### src/hdl/mbrs_pkg.sv
package mbrs_pkg;

    localparam int REG_DEPTH_DEF = 64;
    localparam int MAX_READ_DEF  = 29;

    localparam logic [7:0] FC_READ_HOLD  = 8'd3;
    localparam logic [7:0] FC_READ_INPUT = 8'd4;
    localparam logic [7:0] FC_WRITE_ONE  = 8'd6;
    localparam logic [7:0] FC_WRITE_MANY = 8'd16;

    localparam logic [2:0] CFG_STATION   = 3'd0;
    localparam logic [2:0] CFG_IN_BASE   = 3'd1;
    localparam logic [2:0] CFG_IN_COUNT  = 3'd2;
    localparam logic [2:0] CFG_HO_BASE   = 3'd3;
    localparam logic [2:0] CFG_HO_COUNT  = 3'd4;

    localparam logic [1:0] OP_READ  = 2'd0;
    localparam logic [1:0] OP_WRITE = 2'd1;
    localparam logic [1:0] OP_ECHO  = 2'd2;

    // classified job handed from front to back
    typedef struct packed {
        logic [1:0]  op;
        logic        hold;      // read from holding store
        logic        notice;    // emit update notice first
        logic        echo;      // emit echo frame
        logic [7:0]  code;
        logic [15:0] addr;
        logic [15:0] cnt;
        logic [15:0] idx;       // store index (write target or read start)
        logic        wr_en;     // store write needed
        logic [15:0] wdata;
    } t_job;

    function automatic logic [15:0] crc_byte(input logic [15:0] c, input logic [7:0] b);
        logic [15:0] x;
        x = c ^ {8'd0, b};
        for (int k = 0; k < 8; k++) begin
            x = x[0] ? ((x >> 1) ^ 16'hA001) : (x >> 1);
        end
        return x;
    endfunction

endpackage

### src/hdl/mbrs_ram.sv
module mbrs_ram #(
    parameter int WIDTH = 16,
    parameter int DEPTH = 64
) (
    input  logic                     i_clk,
    input  logic                     i_we,
    input  logic [$clog2(DEPTH)-1:0] i_waddr,
    input  logic [WIDTH-1:0]         i_wdata,
    input  logic [$clog2(DEPTH)-1:0] i_raddr,
    output logic [WIDTH-1:0]         o_rdata
);
    logic [WIDTH-1:0] r_mem [DEPTH];

    always_ff @(posedge i_clk) begin
        if (i_we) begin
            r_mem[i_waddr] <= i_wdata;
        end
        o_rdata <= r_mem[i_raddr];
    end
endmodule

### src/hdl/mbrs_front.sv
module mbrs_front #(
    parameter int REG_DEPTH = mbrs_pkg::REG_DEPTH_DEF,
    parameter int MAX_READ  = mbrs_pkg::MAX_READ_DEF
) (
    input  logic               i_clk,
    input  logic               i_rst_n,
    input  logic               i_valid,
    output logic               o_stall,
    input  logic               i_func,
    input  logic [7:0]         i_station,
    input  logic [7:0]         i_code,
    input  logic [15:0]        i_start_addr,
    input  logic [15:0]        i_count_or_value,
    input  logic [15:0]        i_data_word,
    input  logic               i_word_last,
    input  logic [7:0]         i_station_id,
    input  logic [15:0]        i_input_base,
    input  logic [6:0]         i_input_count,
    input  logic [15:0]        i_holding_base,
    input  logic [6:0]         i_holding_count,
    output logic               o_job_valid,
    output mbrs_pkg::t_job     o_job,
    input  logic               i_job_full,
    output logic               o_load_we,
    output logic [15:0]        o_load_idx,
    output logic [15:0]        o_load_data
);
    logic [6:0]  r_run_index;
    logic [6:0]  n_run_index;
    logic        acc;
    logic        bcast, taken;
    logic [15:0] in_eff, ho_eff;
    logic [17:0] in_lim, ho_lim;
    logic        in_ok1, ho_ok1, ho_okn, in_okn;
    logic [15:0] in_idx, ho_idx;
    logic [15:0] ho_j;
    logic        rd_ok;
    logic        is_rd;

    assign o_stall = i_job_full;
    assign acc     = i_valid && !i_job_full;
    assign bcast   = (i_station == 8'd0);
    assign taken   = bcast || (i_station == i_station_id);

    always_comb begin
        in_eff = ({9'd0, i_input_count} > 16'(REG_DEPTH)) ? 16'(REG_DEPTH)
               : {9'd0, i_input_count};
        ho_eff = ({9'd0, i_holding_count} > 16'(REG_DEPTH)) ? 16'(REG_DEPTH)
               : {9'd0, i_holding_count};
        in_lim = {2'b0, i_input_base} + {2'b0, in_eff};
        ho_lim = {2'b0, i_holding_base} + {2'b0, ho_eff};
        in_idx = i_start_addr - i_input_base;
        ho_idx = i_start_addr - i_holding_base;
        in_ok1 = (in_eff != 0) && (i_start_addr >= i_input_base)
               && ({2'b0, i_start_addr} + 18'd1 <= in_lim);
        ho_ok1 = (ho_eff != 0) && (i_start_addr >= i_holding_base)
               && ({2'b0, i_start_addr} + 18'd1 <= ho_lim);
        in_okn = (in_eff != 0) && (i_start_addr >= i_input_base)
               && ({2'b0, i_start_addr} + {2'b0, i_count_or_value} <= in_lim);
        ho_okn = (ho_eff != 0) && (i_start_addr >= i_holding_base)
               && ({2'b0, i_start_addr} + {2'b0, i_count_or_value} <= ho_lim);
        ho_j   = ho_idx + {9'd0, r_run_index};
        is_rd  = (i_code == mbrs_pkg::FC_READ_HOLD) || (i_code == mbrs_pkg::FC_READ_INPUT);
        rd_ok  = !bcast && (i_count_or_value <= 16'(MAX_READ))
               && ((i_code == mbrs_pkg::FC_READ_HOLD) ? ho_okn : in_okn);
    end

    always_comb begin
        o_job       = '0;
        o_job_valid = 1'b0;
        n_run_index = r_run_index;
        o_load_we   = 1'b0;
        o_load_idx  = in_idx;
        o_load_data = i_data_word;
        o_job.code  = i_code;
        o_job.addr  = i_start_addr;
        o_job.cnt   = i_count_or_value;
        if (acc) begin
            if (i_func) begin
                n_run_index = '0;
                o_load_we   = in_ok1 && (in_idx < 16'(REG_DEPTH));
            end else begin
                if (!taken || i_code != mbrs_pkg::FC_WRITE_MANY) begin
                    n_run_index = '0;
                end
                if (taken && is_rd) begin
                    o_job_valid = rd_ok;
                    o_job.op    = mbrs_pkg::OP_READ;
                    o_job.hold  = (i_code == mbrs_pkg::FC_READ_HOLD);
                    o_job.idx   = (i_code == mbrs_pkg::FC_READ_HOLD) ? ho_idx : in_idx;
                    o_job.echo  = 1'b1;
                end else if (taken && i_code == mbrs_pkg::FC_WRITE_ONE) begin
                    o_job_valid  = ho_ok1;
                    o_job.op     = mbrs_pkg::OP_WRITE;
                    o_job.notice = 1'b1;
                    o_job.echo   = !bcast;
                    o_job.cnt    = 16'd1;
                    o_job.wdata  = i_count_or_value;
                    o_job.idx    = ho_idx;
                    o_job.wr_en  = ho_idx < 16'(REG_DEPTH);
                    o_job.addr   = i_start_addr;
                end else if (taken && i_code == mbrs_pkg::FC_WRITE_MANY) begin
                    o_job.op     = mbrs_pkg::OP_WRITE;
                    o_job.wdata  = i_data_word;
                    o_job.idx    = ho_j;
                    o_job.wr_en  = ho_okn && ({9'd0, r_run_index} < i_count_or_value)
                                 && (ho_j < 16'(REG_DEPTH));
                    o_job.notice = i_word_last && ho_okn;
                    o_job.echo   = i_word_last && ho_okn && !bcast;
                    o_job_valid  = o_job.wr_en || o_job.notice;
                    if (i_word_last) begin
                        n_run_index = '0;
                    end else if (r_run_index != 7'd127) begin
                        n_run_index = r_run_index + 7'd1;
                    end
                end
            end
        end
    end

    always_ff @(posedge i_clk) begin
        if (!i_rst_n) begin
            r_run_index <= '0;
        end else begin
            r_run_index <= n_run_index;
        end
    end
endmodule

### src/hdl/mbrs_back.sv
module mbrs_back #(
    parameter int REG_DEPTH = mbrs_pkg::REG_DEPTH_DEF
) (
    input  logic                         i_clk,
    input  logic                         i_rst_n,
    input  logic                         i_job_valid,
    input  mbrs_pkg::t_job               i_job,
    output logic                         o_job_pop,
    output logic                         o_idle,
    input  logic [7:0]                   i_station_id,
    output logic                         o_hwe,
    output logic [$clog2(REG_DEPTH)-1:0] o_hwaddr,
    output logic [15:0]                  o_hwdata,
    output logic [$clog2(REG_DEPTH)-1:0] o_raddr,
    output logic                         o_rsel_hold,
    input  logic [15:0]                  i_in_rdata,
    input  logic [15:0]                  i_ho_rdata,
    output logic                         o_valid,
    input  logic                         i_stall,
    output logic                         o_out_kind,
    output logic [7:0]                   o_out_byte,
    output logic [15:0]                  o_notice_addr,
    output logic [15:0]                  o_notice_count,
    output logic                         o_out_last
);
    localparam int AW = $clog2(REG_DEPTH);
    localparam logic [2:0] S_IDLE = 3'd0, S_NOTE = 3'd1, S_HEAD = 3'd2,
                           S_RD = 3'd3, S_WORD = 3'd4, S_CRC = 3'd5;

    logic [2:0]  r_state, n_state;
    mbrs_pkg::t_job r_job, n_job;
    logic [2:0]  r_hcnt, n_hcnt;
    logic [5:0]  r_wcnt, n_wcnt;
    logic        r_lo, n_lo;
    logic [15:0] r_crc, n_crc;
    logic [15:0] r_word, n_word;
    logic        r_wait, n_wait;
    logic        r_valid, n_valid;
    logic        r_kind, n_kind;
    logic [7:0]  r_byte, n_byte;
    logic [15:0] r_naddr, n_naddr, r_ncnt, n_ncnt;
    logic        r_last, n_last;
    logic        slot_free;
    logic [7:0]  hbyte;
    logic [15:0] ridx;
    logic [15:0] echo_val;

    assign slot_free = !r_valid || !i_stall;
    assign ridx      = r_job.idx + {10'd0, r_wcnt};
    assign o_raddr   = ridx[AW-1:0];
    assign o_rsel_hold = r_job.hold;
    assign o_idle    = (r_state == S_IDLE);
    // single write echoes the value, multi-word write echoes the count
    assign echo_val  = (r_job.code == mbrs_pkg::FC_WRITE_ONE) ? r_job.wdata : r_job.cnt;

    always_comb begin
        case (r_hcnt)
            3'd0: hbyte = i_station_id;
            3'd1: hbyte = r_job.code;
            3'd2: hbyte = (r_job.op == mbrs_pkg::OP_READ) ? {r_job.cnt[6:0], 1'b0}
                                                          : r_job.addr[15:8];
            3'd3: hbyte = r_job.addr[7:0];
            3'd4: hbyte = echo_val[15:8];
            3'd5: hbyte = echo_val[7:0];
            default: hbyte = 8'd0;
        endcase
    end

    always_comb begin
        n_state = r_state; n_job = r_job; n_hcnt = r_hcnt; n_wcnt = r_wcnt;
        n_lo = r_lo; n_crc = r_crc; n_word = r_word; n_wait = r_wait;
        n_valid = r_valid && i_stall;
        n_kind = r_kind; n_byte = r_byte; n_naddr = r_naddr; n_ncnt = r_ncnt;
        n_last = r_last;
        o_job_pop = 1'b0;
        o_hwe = 1'b0;
        o_hwaddr = r_job.idx[AW-1:0];
        o_hwdata = r_job.wdata;
        case (r_state)
            S_IDLE: begin
                if (i_job_valid) begin
                    o_job_pop = 1'b1;
                    n_job = i_job;
                    n_hcnt = '0; n_wcnt = '0; n_lo = 1'b0; n_crc = 16'hFFFF;
                    o_hwe = i_job.wr_en;
                    o_hwaddr = i_job.idx[AW-1:0];
                    o_hwdata = i_job.wdata;
                    if (i_job.notice) n_state = S_NOTE;
                    else if (i_job.echo) n_state = S_HEAD;
                end
            end
            S_NOTE: if (slot_free) begin
                n_valid = 1'b1; n_kind = 1'b1; n_byte = '0;
                n_naddr = r_job.addr; n_ncnt = r_job.cnt; n_last = !r_job.echo;
                n_state = r_job.echo ? S_HEAD : S_IDLE;
            end
            S_HEAD: if (slot_free) begin
                n_valid = 1'b1; n_kind = 1'b0; n_byte = hbyte;
                n_naddr = '0; n_ncnt = '0; n_last = 1'b0;
                n_crc = mbrs_pkg::crc_byte(r_crc, hbyte);
                n_hcnt = r_hcnt + 3'd1;
                if (r_job.op == mbrs_pkg::OP_READ) begin
                    if (r_hcnt == 3'd2) n_state = (r_job.cnt == 16'd0) ? S_CRC : S_RD;
                end else if (r_hcnt == 3'd5) begin
                    n_state = S_CRC;
                end
                n_wait = 1'b0;
            end
            S_RD: begin
                // read address settles here, data registered next cycle
                if (r_wait) begin
                    n_word = r_job.hold ? i_ho_rdata : i_in_rdata;
                    if (ridx >= 16'(REG_DEPTH)) n_word = '0;
                    n_state = S_WORD; n_lo = 1'b0;
                end
                n_wait = !r_wait;
            end
            S_WORD: if (slot_free) begin
                n_valid = 1'b1; n_kind = 1'b0; n_last = 1'b0;
                n_naddr = '0; n_ncnt = '0;
                n_byte = r_lo ? r_word[7:0] : r_word[15:8];
                n_crc = mbrs_pkg::crc_byte(r_crc, n_byte);
                n_lo = !r_lo;
                if (r_lo) begin
                    n_wcnt = r_wcnt + 6'd1;
                    n_wait = 1'b0;
                    n_state = ({10'd0, r_wcnt} + 16'd1 == r_job.cnt) ? S_CRC : S_RD;
                end
            end
            S_CRC: if (slot_free) begin
                n_valid = 1'b1; n_kind = 1'b0; n_naddr = '0; n_ncnt = '0;
                n_byte = r_lo ? r_crc[15:8] : r_crc[7:0];
                n_last = r_lo;
                n_lo = !r_lo;
                if (r_lo) n_state = S_IDLE;
            end
            default: n_state = S_IDLE;
        endcase
        if (r_state == S_HEAD && slot_free && n_state == S_CRC) n_lo = 1'b0;
        if (r_state == S_WORD && slot_free && n_state == S_CRC) n_lo = 1'b0;
    end

    always_ff @(posedge i_clk) begin
        if (!i_rst_n) begin
            r_state <= S_IDLE;
            r_valid <= 1'b0;
            r_wait  <= 1'b0;
        end else begin
            r_state <= n_state;
            r_valid <= n_valid;
            r_wait  <= n_wait;
        end
        r_job <= n_job; r_hcnt <= n_hcnt; r_wcnt <= n_wcnt; r_lo <= n_lo;
        r_crc <= n_crc; r_word <= n_word; r_kind <= n_kind; r_byte <= n_byte;
        r_naddr <= n_naddr; r_ncnt <= n_ncnt; r_last <= n_last;
    end

    assign o_valid        = r_valid;
    assign o_out_kind     = r_kind;
    assign o_out_byte     = r_byte;
    assign o_notice_addr  = r_naddr;
    assign o_notice_count = r_ncnt;
    assign o_out_last     = r_last;

    a_stall_hold: assert property (@(posedge i_clk) disable iff (!i_rst_n)
        r_valid && i_stall |=> r_valid && $stable(r_byte))
        else $error("result changed under stall");
    a_pop_idle: assert property (@(posedge i_clk) disable iff (!i_rst_n)
        o_job_pop |-> r_state == S_IDLE)
        else $error("job popped while busy");
    a_notice_zero: assert property (@(posedge i_clk) disable iff (!i_rst_n)
        r_valid && r_kind |-> r_byte == 8'd0)
        else $error("notice with byte");
endmodule

### src/hdl/modbus_rtu_slave_register_handler.sv
// Modbus RTU slave register handler.
// Input channel: one decoded request item per handshake (i_valid/o_stall).
// func 1 items load an input register locally and yield nothing.
// Output channel: response bytes (kind 0) and holding update notices
// (kind 1), o_valid/i_stall; o_out_last flags the final item of a run.
// A front stage classifies each item and window-checks it combinationally,
// performs local loads, and pushes a job into a two-entry queue; the back
// stage writes the holding store and streams the answer with CRC-16.
// A read answer of N words is 3 header bytes, then per word a registered
// RAM read and its two bytes, then 2 CRC bytes; a write answer is an
// update notice plus an 8-byte echo, the echo left out for broadcast.
// The back pops a new job only while idle, so silent write words go one
// per cycle while it stays idle.
// The front stalls while the queue is full, and holds a local load until
// the queue and the back are empty so no queued read sees a later load.
// Reset: synchronous, active low; config returns to station 1 and zero
// windows. Both register stores start at zero by a clearing pass over every
// store address after reset, during which no item is accepted.
// Receiver stall holds the current result and back-pressures the queue.
module modbus_rtu_slave_register_handler #(
    parameter int REG_DEPTH = mbrs_pkg::REG_DEPTH_DEF,
    parameter int MAX_READ  = mbrs_pkg::MAX_READ_DEF
) (
    input  logic        i_clk,
    input  logic        i_rst_n,
    input  logic        i_valid,
    output logic        o_stall,
    input  logic        i_func,
    input  logic [7:0]  i_station,
    input  logic [7:0]  i_code,
    input  logic [15:0] i_start_addr,
    input  logic [15:0] i_count_or_value,
    input  logic [15:0] i_data_word,
    input  logic        i_word_last,
    input  logic        i_cfg_we,
    input  logic [2:0]  i_cfg_index,
    input  logic [15:0] i_cfg_data,
    output logic        o_valid,
    input  logic        i_stall,
    output logic        o_out_kind,
    output logic [7:0]  o_out_byte,
    output logic [15:0] o_notice_addr,
    output logic [15:0] o_notice_count,
    output logic        o_out_last
);
    localparam int AW = $clog2(REG_DEPTH);

    // configuration
    logic [7:0]  r_station_id;
    logic [15:0] r_input_base, r_holding_base;
    logic [6:0]  r_input_count, r_holding_count;

    always_ff @(posedge i_clk) begin
        if (!i_rst_n) begin
            r_station_id    <= 8'd1;
            r_input_base    <= '0;
            r_input_count   <= '0;
            r_holding_base  <= '0;
            r_holding_count <= '0;
        end else if (i_cfg_we) begin
            case (i_cfg_index)
                mbrs_pkg::CFG_STATION:  r_station_id    <= i_cfg_data[7:0];
                mbrs_pkg::CFG_IN_BASE:  r_input_base    <= i_cfg_data;
                mbrs_pkg::CFG_IN_COUNT: r_input_count   <= i_cfg_data[6:0];
                mbrs_pkg::CFG_HO_BASE:  r_holding_base  <= i_cfg_data;
                mbrs_pkg::CFG_HO_COUNT: r_holding_count <= i_cfg_data[6:0];
                default: ;
            endcase
        end
    end

    // clearing pass over both stores after reset
    logic [AW:0] r_clr;
    logic        clearing;
    assign clearing = !r_clr[AW];
    always_ff @(posedge i_clk) begin
        if (!i_rst_n) r_clr <= '0;
        else if (clearing) r_clr <= r_clr + 1'b1;
    end

    // front
    logic           f_valid, f_stall_q;
    mbrs_pkg::t_job f_job;
    logic           ld_we;
    logic [15:0]    ld_idx, ld_data;
    logic           front_stall;
    logic           q_full, q_pop;
    logic           b_idle;
    logic [1:0]     r_qcnt;
    logic           load_hold;

    // hold a local load while an earlier job could still read the input store
    assign load_hold = i_func && (r_qcnt != 2'd0 || !b_idle);
    assign f_valid   = i_valid && !clearing && !load_hold;
    assign o_stall   = front_stall || clearing || load_hold;

    mbrs_front #(.REG_DEPTH(REG_DEPTH), .MAX_READ(MAX_READ)) u_front (
        .i_clk, .i_rst_n,
        .i_valid(f_valid), .o_stall(front_stall),
        .i_func, .i_station, .i_code, .i_start_addr, .i_count_or_value,
        .i_data_word, .i_word_last,
        .i_station_id(r_station_id), .i_input_base(r_input_base),
        .i_input_count(r_input_count), .i_holding_base(r_holding_base),
        .i_holding_count(r_holding_count),
        .o_job_valid(f_stall_q), .o_job(f_job), .i_job_full(q_full),
        .o_load_we(ld_we), .o_load_idx(ld_idx), .o_load_data(ld_data)
    );

    // two-entry job queue
    mbrs_pkg::t_job r_q [2];
    logic       r_qrd, r_qwr;
    assign q_full = (r_qcnt == 2'd2);

    always_ff @(posedge i_clk) begin
        if (!i_rst_n) begin
            r_qcnt <= '0; r_qrd <= 1'b0; r_qwr <= 1'b0;
        end else begin
            if (f_stall_q) r_qwr <= !r_qwr;
            if (q_pop) r_qrd <= !r_qrd;
            r_qcnt <= r_qcnt + {1'b0, f_stall_q} - {1'b0, q_pop};
        end
        if (f_stall_q) r_q[r_qwr] <= f_job;
    end

    // stores
    logic                 b_hwe;
    logic [AW-1:0]        b_hwaddr, b_raddr;
    logic [15:0]          b_hwdata, in_rdata, ho_rdata;
    logic                 b_rsel;

    mbrs_ram #(.WIDTH(16), .DEPTH(REG_DEPTH)) u_in_ram (
        .i_clk,
        .i_we(clearing || ld_we),
        .i_waddr(clearing ? r_clr[AW-1:0] : ld_idx[AW-1:0]),
        .i_wdata(clearing ? 16'd0 : ld_data),
        .i_raddr(b_raddr), .o_rdata(in_rdata)
    );

    mbrs_ram #(.WIDTH(16), .DEPTH(REG_DEPTH)) u_ho_ram (
        .i_clk,
        .i_we(clearing || b_hwe),
        .i_waddr(clearing ? r_clr[AW-1:0] : b_hwaddr),
        .i_wdata(clearing ? 16'd0 : b_hwdata),
        .i_raddr(b_raddr), .o_rdata(ho_rdata)
    );

    mbrs_back #(.REG_DEPTH(REG_DEPTH)) u_back (
        .i_clk, .i_rst_n,
        .i_job_valid(r_qcnt != 2'd0 && !clearing), .i_job(r_q[r_qrd]), .o_job_pop(q_pop),
        .o_idle(b_idle),
        .i_station_id(r_station_id),
        .o_hwe(b_hwe), .o_hwaddr(b_hwaddr), .o_hwdata(b_hwdata),
        .o_raddr(b_raddr), .o_rsel_hold(b_rsel),
        .i_in_rdata(in_rdata), .i_ho_rdata(ho_rdata),
        .o_valid, .i_stall, .o_out_kind, .o_out_byte, .o_notice_addr,
        .o_notice_count, .o_out_last
    );

    a_q_bound: assert property (@(posedge i_clk) disable iff (!i_rst_n)
        r_qcnt <= 2'd2) else $error("queue overflow");
    a_no_push_full: assert property (@(posedge i_clk) disable iff (!i_rst_n)
        q_full |-> !f_stall_q) else $error("push into full queue");
    a_clear_block: assert property (@(posedge i_clk) disable iff (!i_rst_n)
        clearing |-> o_stall && !q_pop) else $error("work during clearing");
    a_sel_used: assert property (@(posedge i_clk) disable iff (!i_rst_n)
        q_pop |-> r_qcnt != 2'd0) else $error("pop empty queue");
    a_rsel: assert property (@(posedge i_clk) disable iff (!i_rst_n)
        1'b1 |-> b_rsel == b_rsel) else $error("select");
    a_load_quiet: assert property (@(posedge i_clk) disable iff (!i_rst_n)
        ld_we && !clearing |-> r_qcnt == 2'd0 && b_idle) else $error("load while busy");
endmodule

### config.mk
export PLATFORM = sky130hd
export DESIGN_NAME = modbus_rtu_slave_register_handler
export DESIGN_NICKNAME = d
export VERILOG_FILES = /design/src/hdl/mbrs_pkg.sv /design/src/hdl/mbrs_ram.sv /design/src/hdl/mbrs_front.sv /design/src/hdl/mbrs_back.sv /design/src/hdl/modbus_rtu_slave_register_handler.sv
export SDC_FILE = /design/constraint.sdc
export NUM_CORES = 2
export LEC_CHECK = 0
export ABC_AREA = 1
export BUFFER_PORTS_ARGS = -buffer_cell sky130_fd_sc_hd__buf_2
export CAP_MARGIN = 20
export CORE_MARGIN = 4
export CORE_UTILIZATION = 40
export DETAILED_ROUTE_END_ITERATION = 6
export SLEW_MARGIN = 20
export SYNTH_ARGS = -nofsm -noshare
export SYNTH_HDL_FRONTEND = slang
export SYNTH_HIERARCHICAL = 1
export SYNTH_SLANG_ARGS = --single-unit
### constraint.sdc
create_clock -name i_clk -period 22.9 [get_ports i_clk]
set_clock_uncertainty 0.05 [all_clocks]
set_input_delay 1.145 -clock i_clk [delete_from_list [all_inputs] [get_ports i_clk]]
set_output_delay 1.145 -clock i_clk [all_outputs]
set_load 0.03 [all_outputs]
==> impl_results.md <==
- Worst-path fanout max: 9
- Boundary pin count: 134
- Top library cells by usage in the layout, fill and taps aside: sky130_fd_sc_hd__nand2_1, sky130_fd_sc_hd__edfxtp_1, sky130_fd_sc_hd__nand3_1
- Setup crit start kind: flip-flop
- Pins Over Slew Limit: 0
- Worst vdd ir: 58.4 uV
- Slowest library cell on the worst path: sky130_fd_sc_hd__nor2_1
- Number of global-route vias before repair: 70,631
- Die height: roughly 530 um
- TritonCTS Sinks: 2,474
- Clock power frac: 44.9%
- Critical Path Sink Type: flip-flop
- Met3 Track Usage GR: under 10%
- Area of the core region: roughly 270,000 um2
- WL per Instance: 22.6 um
- Iteration-0 DRC Markers: 8,414
- Warnings from Yosys: 6
- Worst setup path category: reg -> reg
- Clock buffer depth: 4
- Detailed-placement wirelength estimate: 187,000 um
- Endpoint of the worst-slack reg-to-reg timing path: u_in_ram/r_mem[36][9]$_DFFE_PP_
- Status: finished with violations
- Post-CTS setup-driven buffer insertion count: 0
- Number of resized instances in the post-cts repair step: 0
- Clock-pin transition on the worst setup and hold timing paths: roughly 0.060 ns
- Slew HR: about 2.5%
- Count of max-cap constraint violations: 0
- Count of fill cells added during filler insertion: 24,949
- Tcrit/Tclk final: 31.9%
- Internal Pwr Total: 7.49 mW
- Initial antenna violation count: 17
- R2R depth: 25
- Part of the total power dissipated in sequential elements: between 50% and 60%
- Fraction of final layout cells sized beyond drive strength 1: 9.38%
- Maximum number of pins on one net before global-route repair: 255
- Placement-stage cell area: 113,000 um2
- Reg2Reg Launch Point: r_input_count[2]$_SDFFE_PN0P_
- Most heavily used metal layer in global routing: met2
- Via count normalized by instance count: 5.42
- Arrival time of data at the critical path endpoint: 7.78 ns
- Post-synthesis instance area: approximately 110,000 um2
- Switching Power: 1.92 mW
- Delay of the slowest cell on the worst path: 0.92 ns
- Post-route non-filler standard cell count: 13,758
- Port Buffers: 133
- Remaining Overflow, GRT: 0
- Part of the total power dissipated in combinational logic: 2.9%
- Die footprint: 282,000 um2
- Cell family with most CP delay: simple AND/OR/NAND/NOR gates
- Number of nets with antenna violations after routing: 0
- Crit path time final: 7.29 ns
- Sw Share: 20.4%
- Cells after DPL: 13,301
- Length of the first detailed-routing pass in iterations: 7
- Unrepaired setup endpoints after global routing: false
- Final total negative setup slack: 0 ns
- Required time of the critical path: 23.38 ns
- Violations in the final reports: DRC
- Number of nets in the finished design: 10,257
- Register-to-register setup slack: 15.61 ns
- Logic depth of the worst path, buffers included: 25
- Net count after synthesis: 10,201
- Mean post-synth cell area: 11.0 um2
- Hold worst-path end: r_holding_count[0]$_SDFFE_PN0P_
- Maximum level of the CTS H-tree: 5
- Final Routed Wirelength: about 310,000 um
- Global routing usage on met2: between 30% and 40%
- Global-route wire length before repair: approximately 460,000 um
- Via count: ~75,000
- GR Util All Layers: a little over a fifth
- Transition time at the pin with the least slew margin: approximately 1.5 ns
- Static Leak: 45.2 nW
- Last weighted congestion value of the routability-driven placer: between 0.9 and 1
- Area occupied by registers: 73,200 um2
- Cell count of the worst hold path: 2
- Total of hold buffers inserted after clock tree synthesis: 0
- Buffer type at the clock tree root: sky130_fd_sc_hd__clkbuf_16
- Hold Crit Start: r_holding_count[0]$_SDFFE_PN0P_
- Std cell rows: roughly 190
- Cells after synthesis: ~9,900
- Area of the multi-input gates: 31,300 um2
- Worst Path Buf+Inv: 3
- Power density over the cells: 77.5 nW/um2
- Total non-filler cell area in the finished layout: 121,000 um2
- Synthesis-to-finish area growth: 10.9%
- Power after layout: 9.41 mW
- Met1 Use GR: 30.7%
- Chip width: 531 um
- Class of the worst hold path: reg -> reg
- Clock tree from TritonCTS: done
- Final-layout worst hold slack: 0.435 ns
- Leading cell type in the layout, fill and taps excluded: sky130_fd_sc_hd__nand2_1
- Starting density of the core: 40.3%
- Final-report setup violation count: 0
- Maximum clock frequency: 137 MHz
- Worst skew pair latency: a little over 0.8 ns
- Number of buffers inserted during clock tree synthesis: about 270
- Number of hold violations in the final report: 0
- Remaining DRCs: 2
==> sequential cells by signal (all words and copies together) (netlist names), 8 cells and up, named ones only <==
name and flops:
u_back/o_notice_count 16, u_in_ram/r_mem 1024, u_ho_ram/r_mem 1024, u_in_ram/o_rdata 16, u_back/r_crc 16, r_station_id 8, r_holding_base 16, u_back/o_notice_addr 16
u_back/r_job 75, u_back/o_out_byte 8, u_back/r_word 16, r_input_base 16, u_ho_ram/o_rdata 16, r_q 156
==> worst min-delay path: stages (launching register included) <==
cell	delay [ns]
sky130_fd_sc_hd__dfxtp_1	0.32
sky130_fd_sc_hd__nor2_1	0.05
sky130_fd_sc_hd__nor2_1	0.08
==> how the worst max path moves through the flow <==
| stage | start | to | slack [ns] |
|---|---|---|---|
| 2_1_floorplan | i_start_addr[2] | r_q[0][0]$_DFFE_PP_ | 14.84 |
| 3_3_place_gp | r_input_count[2]$_SDFFE_PN0P_ | u_in_ram/r_mem[38][10]$_DFFE_PP_ | 15.62 |
| 3_5_place_dp | r_input_count[2]$_SDFFE_PN0P_ | u_in_ram/r_mem[39][7]$_DFFE_PP_ | 15.65 |
| 4_1_cts | r_input_count[2]$_SDFFE_PN0P_ | u_in_ram/r_mem[39][13]$_DFFE_PP_ | 15.60 |
| 5_1_grt | r_input_count[2]$_SDFFE_PN0P_ | u_in_ram/r_mem[38][13]$_DFFE_PP_ | 15.31 |
| 6_report | r_input_count[2]$_SDFFE_PN0P_ | u_in_ram/r_mem[36][9]$_DFFE_PP_ | 15.61 |
==> metal layers <==
metal | part of all wire (%) | vias to the layer above
li1 | - | 34630
met1 | 44 | 36600
met2 | 46 | 2857
met3 | 7.2 | 532
met4 | 3.4 | 4
met5 | 0.0084 | -
==> power groups by stage <==
stage          clock network [mW]  logic, mW  registers [mW]
6_report                     4.22      0.270            4.92
5_1_grt                      4.48      0.295            4.91
4_1_cts                      4.30      0.267            4.92
3_5_place_dp                    0      0.265            5.01
3_3_place_gp                    0      0.263            5.01
2_1_floorplan                   0      0.167            5.01
==> final cells by class <==
class	instances	area share (%)
inverters	419	1.35
flip-flops and latches	2474	60.3
clock buffers	330	5.91
multi-input cells	6497	25.8
clock inverters	122	1.04
repair buffers	342	1.92
well taps	3570	3.68
diodes	4	0.00824
==> per-stage QoR <==
step           worst slack (ns)  utilization (%)
3_3_place_gp              15.62             41.6
6_report                  15.61             44.7
3_5_place_dp              15.65             41.6
4_1_cts                   15.60             44.7
5_1_grt                   15.31             44.7
2_1_floorplan             14.84                -
No activity file was read; power rests on OpenSTA's default activity.
